===== config.mk =====
export PLATFORM = sky130hd
export DESIGN_NAME = edit_distance_threshold_match_top
export DESIGN_NICKNAME = d
export VERILOG_FILES = /design/src/edtm_pkg.sv /design/src/edit_distance_threshold_match_top.sv
export SDC_FILE = /design/constraint.sdc
export NUM_CORES = 1
export LEC_CHECK = 0
export BUFFER_PORTS_ARGS = -buffer_cell sky130_fd_sc_hd__buf_2
export CORE_MARGIN = 10
export CORE_UTILIZATION = 45
export DETAILED_ROUTE_END_ITERATION = 10
export SLEW_MARGIN = 10
export SYNTH_ARGS = -nofsm -noshare
export SYNTH_HDL_FRONTEND = slang
export SYNTH_SLANG_ARGS = --single-unit

===== constraint.sdc =====
create_clock -name i_clk -period 8.05 [get_ports i_clk]
set_input_delay 1.61 -clock i_clk [delete_from_list [all_inputs] [get_ports i_clk]]
set_output_delay 1.61 -clock i_clk [all_outputs]
set_load 0.01 [all_outputs]

===== src/edtm_pkg.sv =====
package edtm_pkg;

    localparam int MAX_QUERY = 32;
    localparam int IDX_W     = $clog2(MAX_QUERY);
    localparam int LEN_W     = $clog2(MAX_QUERY + 1);

    localparam logic [7:0] SAT_MAX = 8'd255;

    localparam logic [1:0] OP_CLEAR  = 2'd0;
    localparam logic [1:0] OP_APPEND = 2'd1;
    localparam logic [1:0] OP_WORD   = 2'd2;

    typedef enum logic [1:0] {
        S_IDLE,
        S_RUN,
        S_PUSH
    } t_state;

    function automatic logic [7:0] sat_inc(input logic [7:0] v);
        return (v == SAT_MAX) ? v : v + 8'd1;
    endfunction

    function automatic logic [7:0] min8(input logic [7:0] a, input logic [7:0] b);
        return (a < b) ? a : b;
    endfunction

endpackage


===== src/edit_distance_threshold_match_top.sv =====
// Query appends and clears do not stall the input. A candidate character is
// handled by a read-modify-write walk over the cost row memory, one entry per
// cycle and one entry per query character (a query holds up to 32 characters).
// The character that ends a word then loads the output register in S_PUSH, which waits while a held result is stalled.
// Reset (synchronous, active low) empties the query, rewinds the row at once
// through per-entry valid bits and sets max_distance to 0; no clearing pass.
module edit_distance_threshold_match_top (
    input  logic       i_clk,
    input  logic       i_rst_n,
    input  logic       i_cfg_we,
    input  logic [7:0] i_cfg_data,
    input  logic       i_in_valid,
    output logic       o_in_stall,
    input  logic [1:0] i_op,
    input  logic [7:0] i_ch,
    input  logic       i_last,
    output logic       o_out_valid,
    input  logic       i_out_stall,
    output logic [7:0] o_distance,
    output logic       o_within_limit,
    output logic       o_query_truncated
);

    localparam int IW = edtm_pkg::IDX_W;
    localparam int LW = edtm_pkg::LEN_W;

    edtm_pkg::t_state r_state, n_state;

    logic [7:0]    r_qmem [edtm_pkg::MAX_QUERY];
    logic [7:0]    r_cmem [edtm_pkg::MAX_QUERY];
    logic [edtm_pkg::MAX_QUERY-1:0] r_vld;

    logic [7:0]    r_q_rd, r_c_rd;
    logic          r_c_rd_vld;

    logic [IW-1:0] r_idx, n_idx;
    logic [7:0]    r_diag, n_diag;
    logic [7:0]    r_left, n_left;
    logic [LW-1:0] r_qlen, n_qlen;
    logic          r_ovf, n_ovf;
    logic [7:0]    r_wpos, n_wpos;
    logic [7:0]    r_res, n_res;
    logic [7:0]    r_ch, n_ch;
    logic          r_last, n_last;
    logic [7:0]    r_maxd;

    logic          r_out_valid;
    logic [7:0]    r_out_dist;
    logic          r_out_within;
    logic          r_out_trunc;

    logic          acc;
    logic          rd_en;
    logic [IW-1:0] rd_addr;
    logic          q_we;
    logic          c_we;
    logic          rewind;
    logic          out_load;
    logic [7:0]    up;
    logic [7:0]    sub;
    logic [7:0]    best;
    logic [7:0]    wnext;

    assign acc        = i_in_valid && !o_in_stall;
    assign o_in_stall = (r_state != edtm_pkg::S_IDLE);

    // cell update for the entry whose read data is arriving
    always_comb begin
        up    = r_c_rd_vld ? r_c_rd : edtm_pkg::sat_inc(8'(r_idx));
        sub   = (r_q_rd == r_ch) ? r_diag : edtm_pkg::sat_inc(r_diag);
        best  = edtm_pkg::min8(edtm_pkg::min8(edtm_pkg::sat_inc(up),
                                              edtm_pkg::sat_inc(r_left)), sub);
        wnext = edtm_pkg::sat_inc(r_wpos);
    end

    always_comb begin
        n_state  = r_state;
        n_idx    = r_idx;
        n_diag   = r_diag;
        n_left   = r_left;
        n_qlen   = r_qlen;
        n_ovf    = r_ovf;
        n_wpos   = r_wpos;
        n_res    = r_res;
        n_ch     = r_ch;
        n_last   = r_last;
        rd_en    = 1'b0;
        rd_addr  = r_idx + IW'(1);
        q_we     = 1'b0;
        c_we     = 1'b0;
        rewind   = 1'b0;
        out_load = 1'b0;
        unique case (r_state)
            edtm_pkg::S_IDLE: begin
                if (acc) begin
                    n_ch   = i_ch;
                    n_last = i_last;
                    unique case (i_op)
                        edtm_pkg::OP_CLEAR: begin
                            n_qlen = '0;
                            n_ovf  = 1'b0;
                            rewind = 1'b1;
                        end
                        edtm_pkg::OP_APPEND: begin
                            if (r_qlen < LW'(edtm_pkg::MAX_QUERY)) begin
                                q_we   = 1'b1;
                                n_qlen = r_qlen + LW'(1);
                            end else begin
                                n_ovf = 1'b1;
                            end
                            rewind = 1'b1;
                        end
                        edtm_pkg::OP_WORD: begin
                            if (r_qlen == '0) begin
                                if (i_last) begin
                                    n_res   = wnext;
                                    rewind  = 1'b1;
                                    n_state = edtm_pkg::S_PUSH;
                                end else begin
                                    n_wpos = wnext;
                                end
                            end else begin
                                rd_en   = 1'b1;
                                rd_addr = '0;
                                n_idx   = '0;
                                n_diag  = r_wpos;
                                n_left  = wnext;
                                n_state = edtm_pkg::S_RUN;
                            end
                        end
                        default: begin
                        end
                    endcase
                end
            end
            edtm_pkg::S_RUN: begin
                c_we   = 1'b1;
                n_diag = up;
                n_left = best;
                if (LW'(r_idx) + LW'(1) == r_qlen) begin
                    if (r_last) begin
                        n_res   = best;
                        rewind  = 1'b1;
                        n_state = edtm_pkg::S_PUSH;
                    end else begin
                        n_wpos  = wnext;
                        n_state = edtm_pkg::S_IDLE;
                    end
                end else begin
                    rd_en = 1'b1;
                    n_idx = r_idx + IW'(1);
                end
            end
            edtm_pkg::S_PUSH: begin
                if (!r_out_valid || !i_out_stall) begin
                    out_load = 1'b1;
                    n_state  = edtm_pkg::S_IDLE;
                end
            end
            default: begin
                n_state = edtm_pkg::S_IDLE;
            end
        endcase
        if (rewind) begin
            n_wpos = '0;
        end
    end

    always_ff @(posedge i_clk) begin
        if (!i_rst_n) begin
            r_state <= edtm_pkg::S_IDLE;
            r_qlen  <= '0;
            r_ovf   <= 1'b0;
            r_wpos  <= '0;
            r_maxd  <= '0;
        end else begin
            r_state <= n_state;
            r_qlen  <= n_qlen;
            r_ovf   <= n_ovf;
            r_wpos  <= n_wpos;
            if (i_cfg_we) begin
                r_maxd <= i_cfg_data;
            end
        end
    end

    always_ff @(posedge i_clk) begin
        r_idx  <= n_idx;
        r_diag <= n_diag;
        r_left <= n_left;
        r_res  <= n_res;
        r_ch   <= n_ch;
        r_last <= n_last;
    end

    always_ff @(posedge i_clk) begin
        if (q_we) begin
            r_qmem[r_qlen[IW-1:0]] <= i_ch;
        end
        if (rd_en) begin
            r_q_rd <= r_qmem[rd_addr];
        end
    end

    always_ff @(posedge i_clk) begin
        if (c_we) begin
            r_cmem[r_idx] <= best;
        end
        if (rd_en) begin
            r_c_rd <= r_cmem[rd_addr];
        end
    end

    // rewind drops every entry back to its reset value
    always_ff @(posedge i_clk) begin
        if (!i_rst_n) begin
            r_vld      <= '0;
            r_c_rd_vld <= 1'b0;
        end else begin
            if (rewind) begin
                r_vld <= '0;
            end else if (c_we) begin
                r_vld[r_idx] <= 1'b1;
            end
            if (rd_en) begin
                r_c_rd_vld <= r_vld[rd_addr];
            end
        end
    end

    always_ff @(posedge i_clk) begin
        if (!i_rst_n) begin
            r_out_valid <= 1'b0;
        end else if (out_load) begin
            r_out_valid <= 1'b1;
        end else if (!i_out_stall) begin
            r_out_valid <= 1'b0;
        end
    end

    always_ff @(posedge i_clk) begin
        if (out_load) begin
            r_out_dist   <= r_res;
            r_out_within <= (r_res <= r_maxd);
            r_out_trunc  <= r_ovf;
        end
    end

    assign o_out_valid       = r_out_valid;
    assign o_distance        = r_out_dist;
    assign o_within_limit    = r_out_within;
    assign o_query_truncated = r_out_trunc;

    a_out_from_push: assert property (@(posedge i_clk) disable iff (!i_rst_n)
        $rose(o_out_valid) |-> $past(r_state) == edtm_pkg::S_PUSH)
        else $error("result transfer without a finished word");

    a_idx_in_query: assert property (@(posedge i_clk) disable iff (!i_rst_n)
        r_state == edtm_pkg::S_RUN |-> LW'(r_idx) < r_qlen)
        else $error("row walk past query length");

    a_qlen_bound: assert property (@(posedge i_clk) disable iff (!i_rst_n)
        r_qlen <= LW'(edtm_pkg::MAX_QUERY))
        else $error("query length over capacity");

    a_run_keeps_qlen: assert property (@(posedge i_clk) disable iff (!i_rst_n)
        r_state == edtm_pkg::S_RUN |=> $stable(r_qlen))
        else $error("query changed during row walk");

endmodule

Yosys cells after proc, flatten, opt, wreduce, memory -nomap -nowiden. Memory sizes are Yosys's and may differ from the RTL's. A register that Yosys moved wholly into a read port is not among the register bits. Index checks and enable logic that the tools add are counted. Widths: inputs -> output; s select.

Input bits: 24. Memories: 2. Output and inout port bits: 12. Register bits: 107. Bits in writable memories: 512. Logic and storage cells: 163.

Mux-type cells: 80. Bitwise operators: 2. Reduce and logical (&&, ||, !) cells: 22. Equality and inequality tests: 25. Order comparisons: 7. $add $sub $neg: 8.

Memories: r_cmem (words 32, width 8, read ports 1, clocked after Yosys merged registers in 1, wr ports 1, line edit_distance_threshold_match_top.sv:30) `logic [7:0] r_cmem [edtm_pkg::MAX_QUERY];`; r_qmem (words 32, width 8, read ports 1, clocked after Yosys merged registers in 1, wr ports 1, line edit_distance_threshold_match_top.sv:29) `logic [7:0] r_qmem [edtm_pkg::MAX_QUERY];`.

Operator list (number): $mux 8 (26); $pmux 8 s2 (4); $mux 5 (8); $add 8x1->8 const B (4); $eq 8x8->1 const B (4); $or 32x32->32 (1); $mux 1 (25); $ne 2x2->1 const B (12); $lt 8x8->1 (2); $mux 2 (7); $reduce_and 7->1 (2); $add 5x1->6 const B (2); $lt 5x6->1 const B (2); $pmux 6 s2 (1); $reduce_and 4->1 (3); $pmux 5 s2 (1); $reduce_and 5->1 (2); $eq 8x8->1 (1); $le 8x8->1 (1); $pmux 1 s2 (4); $add 6x1->6 const B (1); $eq 6x6->1 (1); $logic_not 6->1 (1); $lt 6x6->1 const B (1); other kinds (18) (28).

Logic depth before layout (Yosys ltp). Gate-level depths: netlist (run 1).

Word-level depth: 11. Gate-level depth with buffers: 28. Gate-level depth less buffers: 25.

Worst setup path before layout (run 1). No wires, ideal clock.

Kind: flip-flop to flip-flop. Start: register r_idx[0]. End: memory r_cmem[0][7], data pin. Data arrival time: 6.559 ns. Data required time: 7.665 ns. Period minus slack after synthesis: 6.944 ns. Buffers on the path: 4. Stages on the path, launching flop included: 28. Setup time: 0.385 ns. Setup slack: 1.106 ns. Cells stage by stage: edfxtp_1 > buf_1 > clkbuf_1 > inv_2 > clkbuf_1 > ha_1 > mux2i_1 > inv_1 > ha_1 > and4_1 > nand3_1 > nand3_1 > o21ai_0 > inv_1 > ha_1 > a21oi_1 > o21ai_0 > o31ai_1 > a21oi_1 > or2_2 > ha_1 > a21o_1 > a21o_1 > a221o_1 > clkbuf_1 > inv_1 > nand2_1 > mux2i_1.

Cells in the longest elaborated chain, start to end: 8. Elaborated cells between the ends (all ways): 9. Those cells by class: add/sub (2); order compare (2); eq/ne (1); mux (4).

RTL lines: start: declaration (line edit_distance_threshold_match_top.sv:36) `logic [IW-1:0] r_idx, n_idx;`; start signal: assignment (line edit_distance_threshold_match_top.sv:188) `r_idx <= n_idx;`; $add 5x1->6 (*) (line edtm_pkg.sv:20) `return (v == SAT_MAX) ? v : v + 8'd1;`; $mux 8 (*) (line edit_distance_threshold_match_top.sv:69) `up = r_c_rd_vld ? r_c_rd : edtm_pkg::sat_inc(8'(r_idx));`; $add 8x1->8 or $eq 8x8->1 (tied branches) (line edtm_pkg.sv:20); $mux 8 (*) (line edtm_pkg.sv:20); $lt 8x8->1 (line edtm_pkg.sv:24) `return (a < b) ? a : b;`; $mux 8 (*) (line edtm_pkg.sv:24); $lt 8x8->1 (line edtm_pkg.sv:24); $mux 8 (*) (line edtm_pkg.sv:24); net best[7] (line edit_distance_threshold_match_top.sv:61) `logic [7:0] best;`; end: declaration (line edit_distance_threshold_match_top.sv:30).

Mark *: on every way through the listed nets, which the timed path passes. The rest lies on a longest branch.

Worst setup path after layout (run 1).
Start: register r_idx[0]. End: memory r_cmem[21][2], data pin.

Same word-level chain as after synthesis.

==> flow_metrics.env, run 1 <==
export IMPL_outcome="complete, no violations"
export IMPL_grt_max_degree=133
export IMPL_cp_cell_sequence="inv_2, ha_1, mux2i_1, inv_1, ha_1, and4_1, nand3_1, buf_4, nand2b_1, nor4_1, or2_2, inv_1, ha_1, nand4_1, a21oi_1, o31ai_1, a31oi_1, inv_1, ha_1, and4_1, a221o_1, inv_1, nand2_1, mux2_1"
export IMPL_cpPeakStageDelay_ps=1020
export IMPL_cp_max_fo=32
export IMPL_ys_ff_latch=635
export IMPL_dr_first_iter_drc_count=1776
export IMPL_drc=0
export IMPL_antenna_found_initial=4
export IMPL_area_growth_pct=11.04
export IMPL_std_cell_rows=90
export IMPL_path_delay_family="simple AND/OR/NAND/NOR gates"
export IMPL_routed_wl_mm=72.16
export IMPL_fmax_mhz=140.4
export IMPL_grt_pass1_wl_mm=107.8
export IMPL_die_area_um2=71980
export IMPL_startpoint_type="flip-flop"
export IMPL_clock_latency_ps=610
export IMPL_cts_inserted_buffers=68
export IMPL_ys_seq_area_share_pct=66.61
export IMPL_postSynthAreaPerCell_um2=12.96
export IMPL_die_w_um=268.3
export IMPL_gp_congestion=0.8657
export IMPL_synth_warnings=0
export IMPL_finalHoldViolCount=0
export IMPL_fin_crit_ps=7123
export IMPL_vias_per_cell=6.020
export IMPL_vdd_drop_max_mv=0.1625
export IMPL_final_cell_mix="edfxtp_1 (576), nor2_1 (204), a211oi_1 (123), nand2_1 (120), or3_1 (102)"
export IMPL_cp_slowest_cell="mux2_1"
export IMPL_nets=2193
export IMPL_top_level_ports=36
export IMPL_min_path_type="flip-flop to flip-flop"
export IMPL_ctsHoldBuffers=0
export IMPL_layout_drive_gt1_share_pct=9.539
export IMPL_final_period_utilization_pct=88.49
export IMPL_required_ps=8310
export IMPL_grt_setup_unrepaired="false"
export IMPL_finalSetupTns_ps=0
export IMPL_cts_buffer_depth=3
export IMPL_synth_edff_count=576
export IMPL_critPathKind="flip-flop to flip-flop"
export IMPL_skew_ps=27.47
export IMPL_utilization_pct=50.75
export IMPL_portBuffers=35
export IMPL_clk_pin_slew_ps=60
export IMPL_gr_total_overflow=0
export IMPL_mostFrequentLayoutCell="edfxtp_1"
export IMPL_postRouteAntennaNets=0
export IMPL_synthArstFlopShare_pct=0
export IMPL_synth_cell_types=73
export IMPL_tightest_slew_ps=1335
export IMPL_slew_viol_final=0
export IMPL_synth_cells=2141
export IMPL_multiInputGateArea_um2=8452
export IMPL_p_per_area_nw_per_um2=224.0
export IMPL_grt_total_usage_pct=19.86
export IMPL_cap_violations=0
export IMPL_core_um2=60700
export IMPL_cts_tree="done"
export IMPL_arrival_ps=7380
export IMPL_synth_main_ff_cell="edfxtp_1"
export IMPL_regArea_um2=18480
export IMPL_p_leak_nw=10.20
export IMPL_grt_pass1_vias=16950
export IMPL_fillerInstances=5083
export IMPL_initial_core_util_pct=45.70
export IMPL_n_antenna_cell=0
export IMPL_clockRootBuffer="clkbuf_16"
export IMPL_wire_per_inst_um=24.27
export IMPL_die_h_um=268.3
export IMPL_setup_viol=0
export IMPL_clock_sink_count=635
export IMPL_post_cts_resized=0
export IMPL_syn_area_um2=27740
export IMPL_dr_pass1_iters=5
export IMPL_syn_num_nets=2199
export IMPL_vias=17900
export IMPL_slew_headroom_pct=10.69
export IMPL_postCtsSetupBuffers=0
export IMPL_dp_hpwl_mm=43.92
export IMPL_h_tree_depth=3
export IMPL_worstSetupEndpointType="flip-flop"
export IMPL_crit_buf_inv=6
[synthesized netlist by cell type (51+ instances only)]
cell type  number  area [um2]
nand2_1       122       457.9
and3_1         71       444.2
clkbuf_1      101       379.1
mux2i_1        55       550.5
a31oi_1        57       356.6
edfxtp_1      576       17300
or3_1         102       638.1
nor2_1        204       765.7
a21oi_1        65       325.3
a311oi_1       51       446.7
inv_1          67       251.5
o211ai_1       72       540.5
a211oi_1      123       923.4
dfxtp_1        59        1181
[metal layers]
metal | part of all wire, % | vias up | wire (um) | track usage, %
met5 | 0 | - | 0 | 0
li1 | - | 8277 | - | -
met4 | 2.2 | 0 | 1597 | 6.168
met2 | 47 | 630 | 33730 | 31.01
met3 | 7.3 | 96 | 5265 | 3.263
met1 | 44 | 8894 | 31570 | 28.05
[cell type report]
class,instances,share of cell area (%)
clock buffers,92,6.048
clock inverters,34,0.8937
inverters,68,0.8287
multi-input cells,1287,27.44
flip-flops and latches,635,59.99
well taps,782,3.177
repair buffers,75,1.625
[state kept, by name (all words and copies together) (netlist names), 6 cells and up]
| name | count |
|---|---|
| r_wpos | 8 |
| r_c_rd | 8 |
| r_qlen | 6 |
| r_diag | 8 |
| r_cmem | 256 |
| o_distance | 8 |
| r_maxd | 8 |
| r_res | 8 |
| r_vld | 32 |
| r_qmem | 256 |
| r_left | 8 |
| r_ch | 8 |
| r_q_rd | 8 |
[metrics by stage]
step                      total power [mW]  cell area (um2)  hold WS, ps  cells  setup WS (ps)
after floorplan                      3.845            27740        409.0   2141           1106
after global placement               3.949            28660        443.4   2847           1153
after global routing                 7.119            30800        487.1   2973          169.0
after detailed placement             3.956            28660        440.2   2847           1018
final                                6.900            30800        451.4   2973          926.9
after CTS                            6.954            30800        454.5   2973          994.5
[worst reg2reg max path, cell delays in order, from the launching register on]
cell and delay, ps:
edfxtp_1 490, inv_2 60, ha_1 380, mux2i_1 310, inv_1 110, ha_1 240
and4_1 230, nand3_1 110, buf_4 170, nand2b_1 70, nor4_1 300, or2_2 180
inv_1 40, ha_1 280, nand4_1 160, a21oi_1 270, o31ai_1 230, a31oi_1 520
inv_1 100, ha_1 320, and4_1 220, a221o_1 480, inv_1 180, nand2_1 290
mux2_1 1020
[worst paths after layout]
path | slack, ps | from | endpoint | cells after the start
hold reg to reg | 450 | r_ovf$_SDFFE_PN0P_ | o_query_truncated$_DFFE_PP_ | 0
hold / removal | 450 | r_ovf$_SDFFE_PN0P_ | o_query_truncated$_DFFE_PP_ | 0
setup / recovery | 930 | r_idx[0]$_SDFFCE_PN0P_ | r_cmem[21][2]$_DFFE_PP_ | 24
setup reg to reg | 930 | r_idx[0]$_SDFFCE_PN0P_ | r_cmem[21][2]$_DFFE_PP_ | 24
[report_power, final]
group	switching, mW	leakage, nW	internal [mW]
logic	0.189	3.47	0.0685
registers	0.00861	5.68	3.62
clock network	1.26	1.05	1.76
total	1.45	10.2	5.45
[cells by family (layout without fill, tap and decap cells)]
kind of cell	after synthesis	count (layout)	share of synthesized area, %
AND/OR/NAND/NOR	644	644	11.66
flip-flops	635	635	66.61
AO/OA/AOI/OAI	508	508	13.29
buffers and inverters	219	269	3.360
multiplexers	61	61	2.228
XOR/XNOR	40	40	1.317
adder cells (fa/ha/maj)	34	34	1.534
(Power assumes the default switching activity.)
==> run 2: changes to the inputs <==
Settings changed: ABC_AREA from default to 1.
==> run 2 against run 1 <==
Compared with the run above: design area shrank 2.8%; final cell count grew 3.5%; clock-buffer cell count grew 6; critical path type unchanged; largest cell class unchanged; hold slack gained 11 ps; maximum frequency grew 9.8%; via count shrank 1.6%; largest power group unchanged.
==> flow_metrics.env, run 2 <==
export IMPL_layout_drive_gt1_share_pct=9.805
export IMPL_synthArstFlopShare_pct=0
export IMPL_yosysTopAreaCell="edfxtp_1"
export IMPL_internal_power_mw=5.612
export IMPL_multiInputGateArea_um2=7502
export IMPL_p_per_area_nw_per_um2=243.4
export IMPL_grt_pass1_vias=17100
export IMPL_syn_num_nets=2299
export IMPL_crit_buf_inv=4
export IMPL_seq_power_share_pct=51.2
export IMPL_finalSetupTns_ps=0
export IMPL_antenna_found_initial=0
export IMPL_finalPower_mw=7.286
export IMPL_place_area_um2=27780
export IMPL_holdPathStages=2
export IMPL_die_area_um2=69780
export IMPL_critPathKind="flip-flop to flip-flop"
export IMPL_portBuffers=35
export IMPL_synth_most_common_cell="edfxtp_1"
export IMPL_cap_violations=0
export IMPL_sw_frac_of_total_pct=22.98
export IMPL_dr_first_iter_drc_count=1837
export IMPL_arrival_ps=6740
export IMPL_rr_startpoint="r_idx[0]$_SDFFCE_PN0P_"
export IMPL_final_cell_mix="edfxtp_1 (576), nor2_1 (511), o21ai_0 (183), nand2_1 (141), inv_1 (97)"
export IMPL_vias_per_cell=5.723
export IMPL_drc=0
export IMPL_ys_ff_latch=635
export IMPL_worst_slack_ps=1565
export IMPL_dr_pass1_iters=5
export IMPL_fin_crit_ps=6485
export IMPL_core_um2=59020
export IMPL_synth_cells=2241
export IMPL_gr_total_overflow=0
export IMPL_fmax_mhz=154.2
export IMPL_ctsHoldBuffers=0
export IMPL_worstSetupEndpointType="flip-flop"
export IMPL_slew_headroom_pct=23.11
export IMPL_outcome="complete, no violations"
export IMPL_post_cts_resized=0
export IMPL_setup_viol=0
export IMPL_cts_tree="done"
export IMPL_postCtsSetupBuffers=0
export IMPL_top_level_ports=36
export IMPL_synth_top_area_share_pct=64.47
export IMPL_clk_pin_slew_ps=60
export IMPL_ys_seq_area_share_pct=68.88
export IMPL_final_period_utilization_pct=80.56
export IMPL_r2r_end="r_cmem[10][6]$_DFFE_PP_"
export IMPL_routed_wl_mm=69.49
export IMPL_nets=2309
export IMPL_min_path_type="flip-flop to flip-flop"
export IMPL_skew_ps=25.94
export IMPL_path_delay_family="compound AO/OA/AOI/OAI gates"
export IMPL_fillerInstances=5156
export IMPL_clockRootBuffer="clkbuf_16"
export IMPL_n_antenna_cell=0
export IMPL_gp_congestion=0.8441
export IMPL_regArea_um2=18480
export IMPL_utilization_pct=50.72
export IMPL_cpPeakStageDelay_ps=840
export IMPL_combinationalPowerShare_pct=7.4
export IMPL_holdCritStartpoint="r_maxd[5]$_SDFFE_PN0P_"
export IMPL_cts_buffer_depth=3
export IMPL_ys_top_cells_by_area="edfxtp_1 (64%), nor2_1 (7.4%), dfxtp_1 (4.4%), o21ai_0 (3.4%), o32ai_1 (2.2%)"
export IMPL_p_leak_nw=9.973
export IMPL_slew_viol_final=0
export IMPL_yosys_top_cells_count="edfxtp_1 (576), nor2_1 (530), o21ai_0 (183), nand2_1 (141), inv_1 (97)"
export IMPL_fin_hold_ws_ps=462.7
export IMPL_std_cell_rows=89
export IMPL_clock_sink_count=635
export IMPL_synth_cell_types=49
export IMPL_cp_max_fo=32
export IMPL_cp_slowest_cell="and2_1"
export IMPL_switching_power_mw=1.674
export IMPL_hold_path_end="r_maxd[5]$_SDFFE_PN0P_"
export IMPL_vdd_drop_max_mv=0.2138
export IMPL_grt_pass1_wl_mm=104.8
export IMPL_stdcell_area_um2=29930
export IMPL_wire_per_inst_um=22.58
export IMPL_dp_hpwl_mm=41.29
export IMPL_mostFrequentLayoutCell="edfxtp_1"
export IMPL_reg2reg_depth=24
export IMPL_pre_cts_slack_ps=1710
export IMPL_required_ps=8300
export IMPL_vias=17620
export IMPL_tightest_slew_ps=1149
export IMPL_area_growth_pct=11.58
export IMPL_initial_core_util_pct=45.45
export IMPL_r2r_slack_ps=1560
export IMPL_synth_warnings=0
export IMPL_syn_area_um2=26830
export IMPL_synth_edff_count=576
export IMPL_finalHoldViolCount=0
export IMPL_h_tree_depth=3
export IMPL_clock_latency_ps=610
export IMPL_cp_cell_sequence="inv_1, ha_1, o21ai_0, inv_1, ha_1, a21boi_2, nand2_2, nor2_4, inv_1, nand2_1, ha_1, a21oi_1, nor2_1, a211oi_1, nand2_4, inv_1, o21ai_0, ha_1, a21oi_1, nor2_1, a211oi_2, nand2_8, nand2_2, and2_1"
export IMPL_postRouteAntennaNets=0
export IMPL_grt_setup_unrepaired="false"
export IMPL_postSynthAreaPerCell_um2=11.97
export IMPL_clock_power_share_pct=41.4
export IMPL_grt_max_degree=188
export IMPL_final_cells=3078
export IMPL_synth_main_ff_cell="edfxtp_1"
export IMPL_grt_total_usage_pct=19.47
export IMPL_dpl_cell_count=2954
export IMPL_cts_inserted_buffers=68
export IMPL_die_w_um=264.2
export IMPL_startpoint_type="flip-flop"
export IMPL_die_h_um=264.2
## run 2: changes by cell type after synthesis, moves of 26 or more
cell      previous run  this run
nor2_1             204       530
o21ai_0             40       183
a211oi_1           123         6
or3_1              102         0
and3_1              71         0
o21bai_1             0        68
o32ai_1              0        68
o311ai_0             0        63
mux2i_1             55         1
a311oi_1            51         0
nand2b_1            40         0
a31oi_1             57        19
inv_1               67        97
nand3_1             21        47
## run 2: worst max-delay path by stage
stage | from | endpoint | slack, ps | cells after the start
final | r_idx[0]$_SDFFCE_PN0P_ | r_cmem[10][6]$_DFFE_PP_ | 1560 | 24
after global routing | r_idx[0]$_SDFFCE_PN0P_ | r_cmem[16][2]$_DFFE_PP_ | 1070 | 24
after CTS | r_idx[0]$_SDFFCE_PN0P_ | r_cmem[27][2]$_DFFE_PP_ | 1680 | 24
after detailed placement | r_idx[0]$_SDFFCE_PN0P_ | r_cmem[28][2]$_DFFE_PP_ | 1710 | 24
after global placement | r_idx[0]$_SDFFCE_PN0P_ | r_cmem[28][2]$_DFFE_PP_ | 1880 | 24
after floorplan | r_idx[0]$_SDFFCE_PN0P_ | r_cmem[0][0]$_DFFE_PP_ | 2980 | 24
## run 2: layout make-up
class                           count  area share [%]
Clock inverter                     26          0.7649
Tap cell                          773           3.231
Inverter                          106           1.346
Timing Repair Buffer               65           1.463
Multi-Input combinational cell   1375           25.06
Clock buffer                       98           6.404
Sequential cell                   635           61.73
## run 2: logic make-up (layout without fill, tap and decap cells)
group,after synthesis,in the layout,share of synthesized area [%]
compound gates,535,535,13.49
fa+ha+maj,34,34,1.586
xor+xnor,16,16,0.5223
simple gates,789,789,12.02
mux,1,1,0.03731
flops,635,635,68.88
buf+inv,231,295,3.461
## run 2: tightest hold or removal path, stage by stage, from the launching register on
cell,delay [ps]
dfxtp_1,290
inv_1,60
a21oi_1,60
## run 2: power groups by stage
stage | Clock, mW | Combinational, mW | Sequential (mW)
global placement | 0 | 0.521 | 3.80
floorplan | 0 | 0.348 | 3.79
detailed placement | 0 | 0.537 | 3.80
global route | 3.20 | 0.596 | 3.73
CTS | 3.07 | 0.539 | 3.73
finish | 3.02 | 0.536 | 3.73
## run 2: per-layer routing
| layer | vias to the layer above | track usage [%] | share of wire, % |
|---|---|---|---|
| li1 | 8232 | - | - |
| met1 | 8718 | 25.63 | 43 |
| met2 | 551 | 31.80 | 48 |
| met3 | 115 | 3.733 | 6.3 |
| met4 | 0 | 6.703 | 2.8 |
| met5 | - | 0 | 0 |
